**config.mk**
```make
export PLATFORM = sky130hd
export DESIGN_NAME = top_k_score_selector_core
export DESIGN_NICKNAME = d
export VERILOG_FILES = /design/src/design/tkss_pkg.sv /design/src/design/tkss_select.sv /design/src/design/tkss_emit.sv /design/src/design/top_k_score_selector_core.sv
export VERILOG_INCLUDE_DIRS = /design/src /design/src/design
export SDC_FILE = /design/constraint.sdc
export NUM_CORES = 1
export LEC_CHECK = 0
export ABC_AREA = 1
export BUFFER_PORTS_ARGS = -buffer_cell sky130_fd_sc_hd__buf_2
export CORE_ASPECT_RATIO = 1.4
export CORE_MARGIN = 4
export CORE_UTILIZATION = 45
export DETAILED_ROUTE_END_ITERATION = 10
export PLACE_DENSITY_LB_ADDON = 0.2
export SYNTH_ARGS = -nofsm -noshare
export SYNTH_HDL_FRONTEND = slang
export SYNTH_HIERARCHICAL = 1
export SYNTH_SLANG_ARGS = --single-unit
```
**constraint.sdc**
```tcl
create_clock -name clk -period 42.7 [get_ports clk]
set_clock_uncertainty 0.1 [all_clocks]
set_input_delay 2.135 -clock clk [delete_from_list [all_inputs] [get_ports clk]]
set_output_delay 2.135 -clock clk [all_outputs]
set_load 0.02 [all_outputs]
```
**src/design/assert_macros.svh**
```systemverilog
// ---------------------------------------------------------------------------
// Assertion macros
// Shared concurrent assertion forms for the top-K score selector. Each macro
// expects clk and rst_n in scope and reports through $error.
// ---------------------------------------------------------------------------
`ifndef ASSERT_MACROS_SVH
`define ASSERT_MACROS_SVH

// Condition holds at every clock edge out of reset.
`define TKSS_ASSERT_ALWAYS(lbl, cond, msg) \
    lbl: assert property (@(posedge clk) disable iff (!rst_n) (cond)) \
        else $error(msg);

// Antecedent implies consequent in the same cycle.
`define TKSS_ASSERT_IMPLIES(lbl, ante, cons, msg) \
    lbl: assert property (@(posedge clk) disable iff (!rst_n) (ante) |-> (cons)) \
        else $error(msg);

// Antecedent implies consequent in the following cycle.
`define TKSS_ASSERT_NEXT(lbl, ante, cons, msg) \
    lbl: assert property (@(posedge clk) disable iff (!rst_n) (ante) |=> (cons)) \
        else $error(msg);

`endif

```
**src/design/tkss_pkg.sv**
```systemverilog
// ---------------------------------------------------------------------------
// tkss_pkg
// Transaction types and fixed field widths of the top-K score selector.
// ---------------------------------------------------------------------------
`default_nettype none

package tkss_pkg;

    localparam int SCORE_W = 32;
    localparam int RANK_W  = 3;
    localparam int INDEX_W = 10;

    // One incoming score transaction.
    typedef struct packed {
        logic signed [SCORE_W-1:0] score;
        logic                      last_score;
    } score_item_t;

    // One outgoing ranked entry.
    typedef struct packed {
        logic [RANK_W-1:0]         rank;
        logic [INDEX_W-1:0]        class_index;
        logic signed [SCORE_W-1:0] top_score;
        logic                      last_of_run;
    } result_item_t;

endpackage

`default_nettype wire

```
**src/design/tkss_select.sv**
```systemverilog
// ---------------------------------------------------------------------------
// tkss_select
// Sorted top-K list: parallel compare against every kept entry, insert
// with shift, hand-off of the finished list at the end of a vector.
// ---------------------------------------------------------------------------
`default_nettype none
`include "assert_macros.svh"

module tkss_select #(
    parameter int TOP_K       = 5,
    parameter int MAX_CLASSES = 1024
) (
    input  logic                                clk,
    input  logic                                rst_n,
    input  logic                                step,
    input  logic signed [tkss_pkg::SCORE_W-1:0] score,
    input  logic                                last_score,
    output logic                                load,
    output logic [$clog2(TOP_K+1)-1:0]          count,
    output logic signed [tkss_pkg::SCORE_W-1:0] list_score [TOP_K],
    output logic [$clog2(MAX_CLASSES)-1:0]      list_index [TOP_K]
);

    localparam int SW    = tkss_pkg::SCORE_W;
    localparam int CNT_W = $clog2(TOP_K + 1);
    localparam int IDX_W = $clog2(MAX_CLASSES);

    logic signed [SW-1:0] sc_reg [TOP_K];
    logic [IDX_W-1:0]     ix_reg [TOP_K];
    logic [CNT_W-1:0]     fill_reg;
    logic [CNT_W-1:0]     fill_next;
    logic [IDX_W-1:0]     next_index_reg;
    logic [IDX_W-1:0]     next_index_next;
    logic [TOP_K-1:0]     ge;
    logic [TOP_K-1:0]     ge_prev;
    logic                 order_ok;

    // Kept entries that stay ahead of the new score (a prefix, list is sorted)
    always_comb
    begin
        for (int i = 0; i < TOP_K; i++)
        begin
            ge[i] = (CNT_W'(i) < fill_reg) && (sc_reg[i] >= score);
        end
        ge_prev[0] = 1'b0;
        for (int i = 1; i < TOP_K; i++)
        begin
            ge_prev[i] = ge[i-1];
        end
    end

    // Keep, insert here, or shift down by one
    always_comb
    begin
        for (int i = 0; i < TOP_K; i++)
        begin
            list_score[i] = sc_reg[i];
            list_index[i] = ix_reg[i];
            if (!ge[i] && (i == 0 || ge_prev[i]))
            begin
                list_score[i] = score;
                list_index[i] = next_index_reg;
            end
        end
        for (int i = 1; i < TOP_K; i++)
        begin
            if (!ge[i] && !ge_prev[i])
            begin
                list_score[i] = sc_reg[i-1];
                list_index[i] = ix_reg[i-1];
            end
        end
    end

    assign count = (fill_reg < CNT_W'(TOP_K)) ? fill_reg + CNT_W'(1) : fill_reg;
    assign load  = step && last_score;

    always_comb
    begin
        fill_next       = fill_reg;
        next_index_next = next_index_reg;
        if (step)
        begin
            if (last_score)
            begin
                fill_next       = '0;
                next_index_next = '0;
            end
            else
            begin
                fill_next = count;
                if (next_index_reg < IDX_W'(MAX_CLASSES - 1))
                begin
                    next_index_next = next_index_reg + IDX_W'(1);
                end
            end
        end
    end

    always_ff @(posedge clk or negedge rst_n)
    begin
        if (!rst_n)
        begin
            fill_reg       <= '0;
            next_index_reg <= '0;
        end
        else
        begin
            fill_reg       <= fill_next;
            next_index_reg <= next_index_next;
        end
    end

    always_ff @(posedge clk)
    begin
        if (step)
        begin
            for (int i = 0; i < TOP_K; i++)
            begin
                sc_reg[i] <= list_score[i];
                ix_reg[i] <= list_index[i];
            end
        end
    end

    // Filled entries must stay in descending order
    always_comb
    begin
        order_ok = 1'b1;
        for (int i = 1; i < TOP_K; i++)
        begin
            if ((CNT_W'(i) < fill_reg) && (sc_reg[i-1] < sc_reg[i]))
            begin
                order_ok = 1'b0;
            end
        end
    end

    `TKSS_ASSERT_ALWAYS(a_fill_bound, fill_reg <= CNT_W'(TOP_K), "fill count beyond TOP_K")
    `TKSS_ASSERT_ALWAYS(a_sorted, order_ok, "kept list out of order")
    `TKSS_ASSERT_IMPLIES(a_load_count, load, count != '0, "hand-off of an empty list")

endmodule

`default_nettype wire

```
**src/design/tkss_emit.sv**
```systemverilog
// ---------------------------------------------------------------------------
// tkss_emit
// Result buffer: holds a finished list and drains it one ranked entry per
// transaction from rank 0 down, flagging the final entry.
// ---------------------------------------------------------------------------
`default_nettype none
`include "assert_macros.svh"

module tkss_emit #(
    parameter int TOP_K       = 5,
    parameter int MAX_CLASSES = 1024
) (
    input  logic                                clk,
    input  logic                                rst_n,
    input  logic                                load,
    input  logic [$clog2(TOP_K+1)-1:0]          count,
    input  logic signed [tkss_pkg::SCORE_W-1:0] list_score [TOP_K],
    input  logic [$clog2(MAX_CLASSES)-1:0]      list_index [TOP_K],
    output logic                                free,
    output logic                                result_valid,
    input  logic                                result_stall,
    output tkss_pkg::result_item_t              result_item
);

    localparam int SW      = tkss_pkg::SCORE_W;
    localparam int CNT_W   = $clog2(TOP_K + 1);
    localparam int IDX_W   = $clog2(MAX_CLASSES);
    localparam int RANK_FW = tkss_pkg::RANK_W;
    localparam int INDX_FW = tkss_pkg::INDEX_W;

    logic signed [SW-1:0] em_sc_reg [TOP_K];
    logic [IDX_W-1:0]     em_ix_reg [TOP_K];
    logic [CNT_W-1:0]     left_reg;
    logic [CNT_W-1:0]     left_next;
    logic [CNT_W-1:0]     rank_reg;
    logic [CNT_W-1:0]     rank_next;
    logic                 take;

    assign result_valid = (left_reg != '0);
    assign take         = result_valid && !result_stall;
    assign free         = (left_reg == '0) || ((left_reg == CNT_W'(1)) && !result_stall);

    always_comb
    begin
        left_next = left_reg;
        rank_next = rank_reg;
        if (load)
        begin
            left_next = count;
            rank_next = '0;
        end
        else if (take)
        begin
            left_next = left_reg - CNT_W'(1);
            rank_next = rank_reg + CNT_W'(1);
        end
    end

    always_ff @(posedge clk or negedge rst_n)
    begin
        if (!rst_n)
        begin
            left_reg <= '0;
            rank_reg <= '0;
        end
        else
        begin
            left_reg <= left_next;
            rank_reg <= rank_next;
        end
    end

    // Load a whole list, or advance the queue by one entry on each take
    always_ff @(posedge clk)
    begin
        if (load)
        begin
            for (int i = 0; i < TOP_K; i++)
            begin
                em_sc_reg[i] <= list_score[i];
                em_ix_reg[i] <= list_index[i];
            end
        end
        else if (take)
        begin
            for (int i = 0; i < TOP_K - 1; i++)
            begin
                em_sc_reg[i] <= em_sc_reg[i+1];
                em_ix_reg[i] <= em_ix_reg[i+1];
            end
        end
    end

    always_comb
    begin
        result_item.rank        = RANK_FW'(rank_reg);
        result_item.class_index = INDX_FW'(em_ix_reg[0]);
        result_item.top_score   = em_sc_reg[0];
        result_item.last_of_run = (left_reg == CNT_W'(1));
    end

    `TKSS_ASSERT_IMPLIES(a_load_free, load, free, "list loaded over pending results")
    `TKSS_ASSERT_NEXT(a_load_left, load, left_reg == $past(count), "loaded count lost")
    `TKSS_ASSERT_ALWAYS(a_left_bound, left_reg <= CNT_W'(TOP_K), "pending count beyond TOP_K")

endmodule

`default_nettype wire

```
**src/design/top_k_score_selector_core.sv**
```systemverilog
// Flow: a score is registered on acceptance and inserted into the list when it advances;
// the edge inserting a last score also loads the finished vector into the result buffer,
// so rank 0 is offered right after it.
// Throughput: one score per cycle; the buffer yields one result per cycle when not stalled.
// The input stalls only when a last score waits on a buffer still draining a prior vector.
// Reset (rst_n, asynchronous, active low) clears the handshake state, fill count and index.
// ---------------------------------------------------------------------------
// top_k_score_selector_core
// Streams class scores, keeps the TOP_K highest in descending order with their
// indices, and emits the ranked list at the end of every vector.
// ---------------------------------------------------------------------------
`default_nettype none
`include "assert_macros.svh"

module top_k_score_selector_core #(
    parameter int TOP_K       = 5,
    parameter int MAX_CLASSES = 1024
) (
    input  logic                   clk,
    input  logic                   rst_n,
    input  logic                   score_valid,
    output logic                   score_stall,
    input  tkss_pkg::score_item_t  score_item,
    output logic                   result_valid,
    input  logic                   result_stall,
    output tkss_pkg::result_item_t result_item
);

    localparam int SW    = tkss_pkg::SCORE_W;
    localparam int CNT_W = $clog2(TOP_K + 1);
    localparam int IDX_W = $clog2(MAX_CLASSES);

    // Input register: one score transaction waiting to be inserted
    logic                  ir_valid_reg;
    logic                  ir_valid_next;
    tkss_pkg::score_item_t ir_item_reg;

    logic                  accept;
    logic                  advance;
    logic                  emit_free;

    // Hand-off between the list and the result buffer
    logic                  load;
    logic [CNT_W-1:0]      count;
    logic signed [SW-1:0]  list_score [TOP_K];
    logic [IDX_W-1:0]      list_index [TOP_K];

    // Advance the held score into the list every cycle; a last score also
    // needs the result buffer free (empty, or handing out its final entry now).
    assign advance     = ir_valid_reg && (!ir_item_reg.last_score || emit_free);
    assign score_stall = ir_valid_reg && !advance;
    assign accept      = score_valid && !score_stall;

    always_comb
    begin
        ir_valid_next = ir_valid_reg;
        if (accept)
        begin
            ir_valid_next = 1'b1;
        end
        else if (advance)
        begin
            ir_valid_next = 1'b0;
        end
    end

    always_ff @(posedge clk or negedge rst_n)
    begin
        if (!rst_n)
        begin
            ir_valid_reg <= 1'b0;
        end
        else
        begin
            ir_valid_reg <= ir_valid_next;
        end
    end

    // Hold the payload while stalled
    always_ff @(posedge clk)
    begin
        if (accept)
        begin
            ir_item_reg <= score_item;
        end
    end

    // Sorted list: compare against all kept entries, insert, hand off on last
    tkss_select #(
        .TOP_K       (TOP_K),
        .MAX_CLASSES (MAX_CLASSES)
    ) u_select (
        .clk        (clk),
        .rst_n      (rst_n),
        .step       (advance),
        .score      (ir_item_reg.score),
        .last_score (ir_item_reg.last_score),
        .load       (load),
        .count      (count),
        .list_score (list_score),
        .list_index (list_index)
    );

    // Result buffer: drain the finished list one ranked entry per transaction
    tkss_emit #(
        .TOP_K       (TOP_K),
        .MAX_CLASSES (MAX_CLASSES)
    ) u_emit (
        .clk          (clk),
        .rst_n        (rst_n),
        .load         (load),
        .count        (count),
        .list_score   (list_score),
        .list_index   (list_index),
        .free         (emit_free),
        .result_valid (result_valid),
        .result_stall (result_stall),
        .result_item  (result_item)
    );

    `TKSS_ASSERT_IMPLIES(a_stall_cause, score_stall, ir_valid_reg && ir_item_reg.last_score,
        "input stalled without a waiting last score")
    `TKSS_ASSERT_IMPLIES(a_stall_busy, score_stall, result_valid,
        "input stalled while the result buffer is empty")
    `TKSS_ASSERT_NEXT(a_stall_hold, score_stall, ir_valid_reg,
        "held score dropped during a stall")

endmodule

`default_nettype wire
```
# Word level (Yosys, flattened, before mapping)
# Memories as Yosys holds them, arrays and structs flattened.
# Cells that the tools add are included.
# classes
n_reduce_logical	36
magnitude_cmp	12
div_mod_pow	0
addsub	4
bitwise	8
shifts	0
mul	0
muxes	43
eq_ne	1
# op_table
op	count
2-to-1 mux 32 bit	13
>= comparator 32 bit	5
2-to-1 mux 10 bit	15
logical AND 1 bit	19
2-to-1 mux 3 bit	6
adder 10 x 1 -> 10 bit (second input constant)	1
less-than comparator 10 bit (second input constant)	1
logical NOT 1 bit	9
2-to-1 mux 1 bit	9
bitwise OR 1 bit	8
adder 3 x 1 -> 3 bit (second input constant)	2
less-than comparator 1 x 3 -> 1 bit (first input constant)	2
less-than comparator 2 x 3 -> 1 bit (first input constant)	2
nonzero test 2 bit	3
equality test 3 x 1 -> 1 bit (second input constant)	1
logical NOT 3 bit	1
less-than comparator 3 bit (first input constant)	1
less-than comparator 3 bit (second input constant)	1
nonzero test 3 bit	1
subtractor 3 x 1 -> 3 bit (second input constant)	1
logical OR 1 bit	2
AND reduction 2 bit	1
# totals
rom_bits	0
register_bits	53
output_inout_bits	48
mem_bits_rw	420
inputBits	37
latchBits	0
memories	4
# memory_table
name	depth	width	read_ports	rd_clocked_by_memory_dff	write_ports	line	text
u_emit.em_sc_reg	5	32	5	0	5	tkss_emit.sv:31	logic signed [SW-1:0] em_sc_reg [TOP_K];
u_select.sc_reg	5	32	5	0	5	tkss_select.sv:28	logic signed [SW-1:0] sc_reg [TOP_K];
u_emit.em_ix_reg	5	10	5	0	5	tkss_emit.sv:32	logic [IDX_W-1:0] em_ix_reg [TOP_K];
u_select.ix_reg	5	10	5	0	5	tkss_select.sv:29	logic [IDX_W-1:0] ix_reg [TOP_K];

# Logic depth before layout (Yosys ltp)
# Gate-level depths: netlist (run 1).
# logic_depth
ltp_word	10
mapped_depth	23

# Modules after synthesis
# The synthesis (run 1) kept the hierarchy.
# modules_own_cells
mod	instances	cells_each	area_each_um2	seq_area_each_um2
tkss_select	1	1756	15204.6	6631.4
tkss_emit	1	846	9375.2	6456.2
top_k_score_selector_core	1	43	1057.3	1016.0

# Least setup slack after synthesis (run 1)
# No wires, ideal clock.
# synth_path
path_kind	input to register
from	in result_stall
to	mem u_emit/em_ix_reg[0][0] (netlist bit), enable pin
arrival_ns	19.731
setup_time_ns	0.536
path_stages	12
setup_slack_ns	22.333
path_buffers	3
path_cell_list	inv_2 buf_2 buf_2 nand2_1 nand2_1 inv_2 a21oi_1 nand2_1 inv_1 inv_2 buf_4 nand2_1
# synth_lines
element	line	text
start: declaration	top_k_score_selector_core.sv:25	input logic result_stall,
end: declaration	tkss_emit.sv:32	

==> flow_metrics.tcl, run 1 <==
set metrics [dict create \
    status "finished, final reports clean" \
    maxCapViolations 0 \
    grt_max_degree 147 \
    crit_chain "buf_2 > inv_6 > nand2_1 > nand2_1 > inv_2 > a21oi_4 > buf_12 > nand2_1 > inv_2 > inv_6 > nand3_4 > buf_4 > nand2_1 > nand2_1" \
    min_period_ns 6.14 \
    relSlewSlack 0.197 \
    antennaDiodeCount 0 \
    cp_common_cell "nand2_1" \
    cts_tree "yes" \
    antenna_found_initial 0 \
    cellLeakagePower_nw 11.6 \
    crit_cells 14 \
    worstSetupStartpointType "input port" \
    fmax_mhz 163 \
    max-clock-path-buffers 3 \
    worst_setup_path_end_kind "register" \
    avgSynthCellArea_sq_um 9.69 \
    slowest_delay_ns 0.99 \
    drive_gt1_frac 0.0845 \
    cp_max_fo 146 \
    syn_nets 2848 \
    cts_root_buf "clkbuf_16" \
    antenna_left 0 \
    fp.dieH_um 290 \
    hold_buffers 0 \
    worst_pin_slew_ns 1.20 \
    multi_input_area_sq_mm 0.0102 \
    clk_latency_ns 0.61 \
    cts_setup_buffers 0 \
    htreeDepth 2 \
    ys_ff_latch 473 \
    num-nets-final 2830 \
    track_usage 0.227 \
    chipWidth_um 210 \
    routed_wl_mm 71.4 \
    period_share 0.144 \
    drc 0 \
    via_count 20000 \
    first_global_vias 19800 \
    die_area_sq_mm 0.0609 \
    placed_cells 3310 \
    slowest_stage "buf_4" \
    drtPass1Iterations 6 \
    wl_met3_mm 4.64 \
    cts_resized 0 \
    start_util 0.454 \
    grt_pass1_wl_mm 112 \
    wl_met2_mm 35.7 \
    powerDensity_mw_per_mm2 88.5 \
    rsz0062_at_grt "false" \
    clkTransAtPathRegs_ns 0.06 \
    cts.sinks 473 \
    rows 103 \
    gp_congestion 0.880 \
    seq_area_sq_mm 0.0141 \
    nFillCells 5212 \
    syn_to_final_growth_pct 8.48 \
    worstPathArrival_ns 6.49 \
    io_pins 85 \
    yosysSeqAreaShare 0.550 \
    crit_family "buffers and inverters" \
    routedWlPerCell_um 21.0 \
    peakVddDrop_v 0.0000772 \
    synthDistinctLibCells 36 \
    whs_path_depth 2 \
    syn_inst 2645 \
    drv_slew 0 \
    dr.max_layer_used "met4" \
    avgViaCountPerCell 5.89 \
    hold_viol 0 \
    worst_r2r_path_depth 17 \
    crit_required_ns 43.05 \
    drt-met1-wl_mm 29.3 \
    tritoncts.num_buffers 50 \
    synth_warnings 6 \
    critPathKind "in2reg" \
    crit_buf_inv 7 \
    io_buffers 84 \
    dp_hpwl_mm 41.2 \
    initialDrtViolationCount 1754 \
    setup_viol 0 \
    tns_ns 0 \
    grt_overflow_total 0 \
    hold_path.class "reg2reg" \
    core_region_area_sq_mm 0.0564 \
    final-instance-count-excl-fill 3398 \
    syn_area_sq_mm 0.0256 \
]
-- logic make-up (layout without fill, tap and decap cells) --
logic type	count (synthesis)	count (layout)	synth area share
flops	473	473	0.550
xor+xnor	2	2	0.000683
buf+inv	284	302	0.0547
simple gates	1557	1557	0.280
compound gates	163	163	0.0337
fa+ha+maj	166	166	0.0810
-- final timing paths --
path	start	endpoint	slack (ns)
worst max-delay path	result_stall	u_emit/em_sc_reg[0][23]	36.56
worst min-delay path	u_emit/left_reg[1]	u_emit/left_reg[1]	0.42
worst max register to register	ir_item_reg[12]	u_emit/em_sc_reg[0][10]	37.24
worst min register to register	u_emit/left_reg[1]	u_emit/left_reg[1]	0.42
max in group asynchronous	rst_n	u_emit/rank_reg[1]	40.69
min in group asynchronous	rst_n	u_select/next_index_reg[0]	1.42
-- power by group --
part           total [W]  switching, W  internal (W)
Clock           0.000431      0.000185      0.000246
Combinational    0.00103      0.000716      0.000312
Sequential       0.00100      0.000128      0.000873
Total            0.00246       0.00103       0.00143
-- layout by cell type, fill, tap and decap left out, drive strengths merged, types with 63 or more instances in the layout --
cell / count
nand2: 766
nand4: 185
clkbuf: 64
edfxtp: 453
nand3: 534
ha: 166
o21ai: 63
buf: 103
inv: 110
a21oi: 80
-- metrics by stage --
| step | instance area (sq um) | util | setup slack [ns] | hold WS, ns | total power [W] |
|---|---|---|---|---|---|
| after floorplan | 25600 | - | 22.33 | 0.376 | 0.00176 |
| after global placement | 26200 | 0.465 | 36.08 | 0.388 | 0.00200 |
| after global routing | 27800 | 0.493 | 36.16 | 0.455 | 0.00264 |
| after CTS | 27800 | 0.493 | 36.57 | 0.425 | 0.00247 |
| after detailed placement | 26200 | 0.465 | 35.93 | 0.410 | 0.00203 |
| final | 27800 | 0.493 | 36.56 | 0.417 | 0.00246 |
-- layout make-up --
| cell class | count | area share |
|---|---|---|
| clock inverters | 24 | 0.00864 |
| multi-input cells | 1888 | 0.366 |
| well taps | 735 | 0.0331 |
| clock buffers | 64 | 0.0484 |
| inverters | 111 | 0.0154 |
| flip-flops and latches | 473 | 0.507 |
| repair buffers | 103 | 0.0211 |
-- routing by layer --
| layer | track usage | up-vias |
|---|---|---|
| li1 | - | 9419 |
| met3 | 0.0352 | 140 |
| met4 | 0.0693 | 0 |
| met2 | 0.395 | 759 |
| met1 | 0.294 | 9701 |
| met5 | 0 | - |
-- synth_stat cells, drive strengths merged --
cell type	n	area share
nor3b	1	0.00029
nand2	766	0.11
nor4	3	0.0015
dfrtp	20	0.020
a21oi	80	0.016
a22oi	1	0.00029
o21a	10	0.0029
clkbuf	32	0.0047
or2	1	0.00024
ha	166	0.081
and3	1	0.00024
a221oi	1	0.00034
xor2	2	0.00068
nand4	185	0.045
o21ai	63	0.012
a21o	6	0.0018
nand3b	1	0.00029
o22ai	2	0.00049
nand3	534	0.11
buf	141	0.034
nor2	59	0.0092
inv	111	0.016
edfxtp	453	0.53
nor3	6	0.0014
-- tightest hold or removal path: cells and delay by family, from the launching register on --
family	cells	cell delay, ns
flip-flops	1	0.35
AND/OR/NAND/NOR	2	0.13
Power figures use the tool's default switching activity.
==> run 2: changes to the inputs <==
==> constraint.sdc (replaced) <==
create_clock -name clk -period 6.2 [get_ports clk]
set_clock_uncertainty 0.1 [all_clocks]
set_input_delay 0.31 -clock clk [delete_from_list [all_inputs] [get_ports clk]]
set_output_delay 0.31 -clock clk [all_outputs]
set_load 0.02 [all_outputs]
==> flow_metrics.tcl, run 2 (synthesis results as in run 1) <==
set metrics [dict create \
    worst_r2r_path_depth 18 \
    drv_slew 0 \
    clkTransAtPathRegs_ns 0.06 \
    rows 103 \
    worst_setup_path_end_kind "register" \
    gp_congestion 0.877 \
    setup_viol 0 \
    worst_pin_slew_ns 1.18 \
    cts_resized 0 \
    rrSetupSlack_ns 1.70 \
    via_count 20400 \
    num-nets-final 2876 \
    cts_tree "yes" \
    antenna_found_initial 0 \
    routed_wl_mm 73.5 \
    grt_max_degree 159 \
    hold_viol 0 \
    tritoncts.num_buffers 50 \
    maxCapViolations 0 \
    critPathKind "reg2reg" \
    status "finished, final reports clean" \
    powerDensity_mw_per_mm2 606 \
    post_dp_cell_area_sq_mm 0.0263 \
    final_area_sq_mm 0.0283 \
    start_util 0.454 \
    worstPathArrival_ns 4.87 \
    peakVddDrop_v 0.000415 \
    syn_to_final_growth_pct 10.5 \
    track_usage 0.235 \
    finalPower_w 0.0172 \
    chipWidth_um 210 \
    max-clock-path-buffers 3 \
    clk_latency_ns 0.61 \
    layout_common_cells "nand2_1, nand3_1, edfxtp_1" \
    die_area_sq_mm 0.0609 \
    initialDrtViolationCount 1653 \
    crit_required_ns 6.57 \
    reg2reg_from "ir_item_reg[11]" \
    drtPass1Iterations 6 \
    io_buffers 84 \
    min_period_ns 4.50 \
    r2r-end "u_emit/em_ix_reg[3][2]" \
    io_pins 85 \
    htreeDepth 2 \
    rsz0062_at_grt "false" \
    hold_path.class "in2async" \
    holdWs_ns 0.130 \
    final_common_cell "nand2_1" \
    crit_start "ir_item_reg[11]" \
    cellLeakagePower_nw 11.9 \
    relSlewSlack 0.211 \
    antennaDiodeCount 0 \
    hold_buffers 36 \
    fp.dieH_um 290 \
    cts_root_buf "clkbuf_16" \
    avgViaCountPerCell 5.91 \
    dp_hpwl_mm 42.9 \
    first_global_vias 20100 \
    period_share 0.725 \
    drc 0 \
    fmax_mhz 222 \
    cp-endpoint "u_emit/em_ix_reg[3][2]" \
    cp_max_fo 69 \
    routedWlPerCell_um 21.3 \
    worstSetupStartpointType "register" \
    grt_overflow_total 0 \
    cts.sinks 473 \
    drive_gt1_frac 0.0895 \
    antenna_left 0 \
    core_region_area_sq_mm 0.0564 \
    grt_pass1_wl_mm 115 \
    cts_setup_buffers 0 \
]
==> run 2: worst min path at each step <==
stage	from	endpoint	slack [ns]	depth (start not counted)
6_report	rst_n	ir_valid_reg	0.13	2
4_1_cts	rst_n	ir_valid_reg	0.12	2
2_1_floorplan	rst_n	ir_valid_reg	-0.09	0
3_3_place_gp	rst_n	ir_valid_reg	0.23	1
5_1_grt	rst_n	ir_valid_reg	0.17	2
3_5_place_dp	rst_n	ir_valid_reg	0.24	1
==> run 2: critical path, cell delays in order (launching register included) <==
cell and delay [ns]:
edfxtp_1 0.47, inv_1 0.18, ha_1 0.32, nand2_1 0.05
inv_1 0.07, nand3_1 0.09, nor3_1 0.44, nand2_1 0.11
nand2_1 0.15, nand2_1 0.10, nand3_1 0.11, nand3_2 0.10
nand2_4 0.07, buf_4 0.61, buf_4 0.81, nand3_1 0.20
nand3_1 0.19, nand2_1 0.06, nand2_1 0.07
==> run 2: routing by layer <==
| layer | track usage | routed length, um | vias up |
|---|---|---|---|
| met5 | 0 | 0 | - |
| met4 | 0.0852 | 2340 | 0 |
| met3 | 0.0319 | 4410 | 137 |
| met2 | 0.396 | 36200 | 741 |
| met1 | 0.311 | 30600 | 9998 |
| li1 | - | - | 9523 |
==> run 2: metrics by stage <==
stage | TNS [ns] | utilization | worst slack, ns | std cells
4_1_cts | 0 | 0.502 | 1.67 | 3449
6_report | 0 | 0.502 | 1.70 | 3449
3_5_place_dp | 0 | 0.466 | 1.72 | 3320
2_1_floorplan | -361.82 | - | -1.29 | 2645
5_1_grt | 0 | 0.502 | 1.36 | 3449
3_3_place_gp | 0 | 0.466 | 1.75 | 3320
==> run 2: area by class of cell <==
type	count	area (sq um)
clock buffers	62	1340
clock inverters	31	305
fillers	5218	28100
inverters	111	432
multi-input cells	1888	10200
flip-flops and latches	473	14100
well taps	735	920
repair buffers	149	1020
==> run 2: report_power, final <==
group | internal (W) | switching [W] | leakage, nW
clock | 0.00174 | 0.00131 | 0.804
sequential | 0.00602 | 0.000903 | 4.69
combinational | 0.00219 | 0.00500 | 6.36
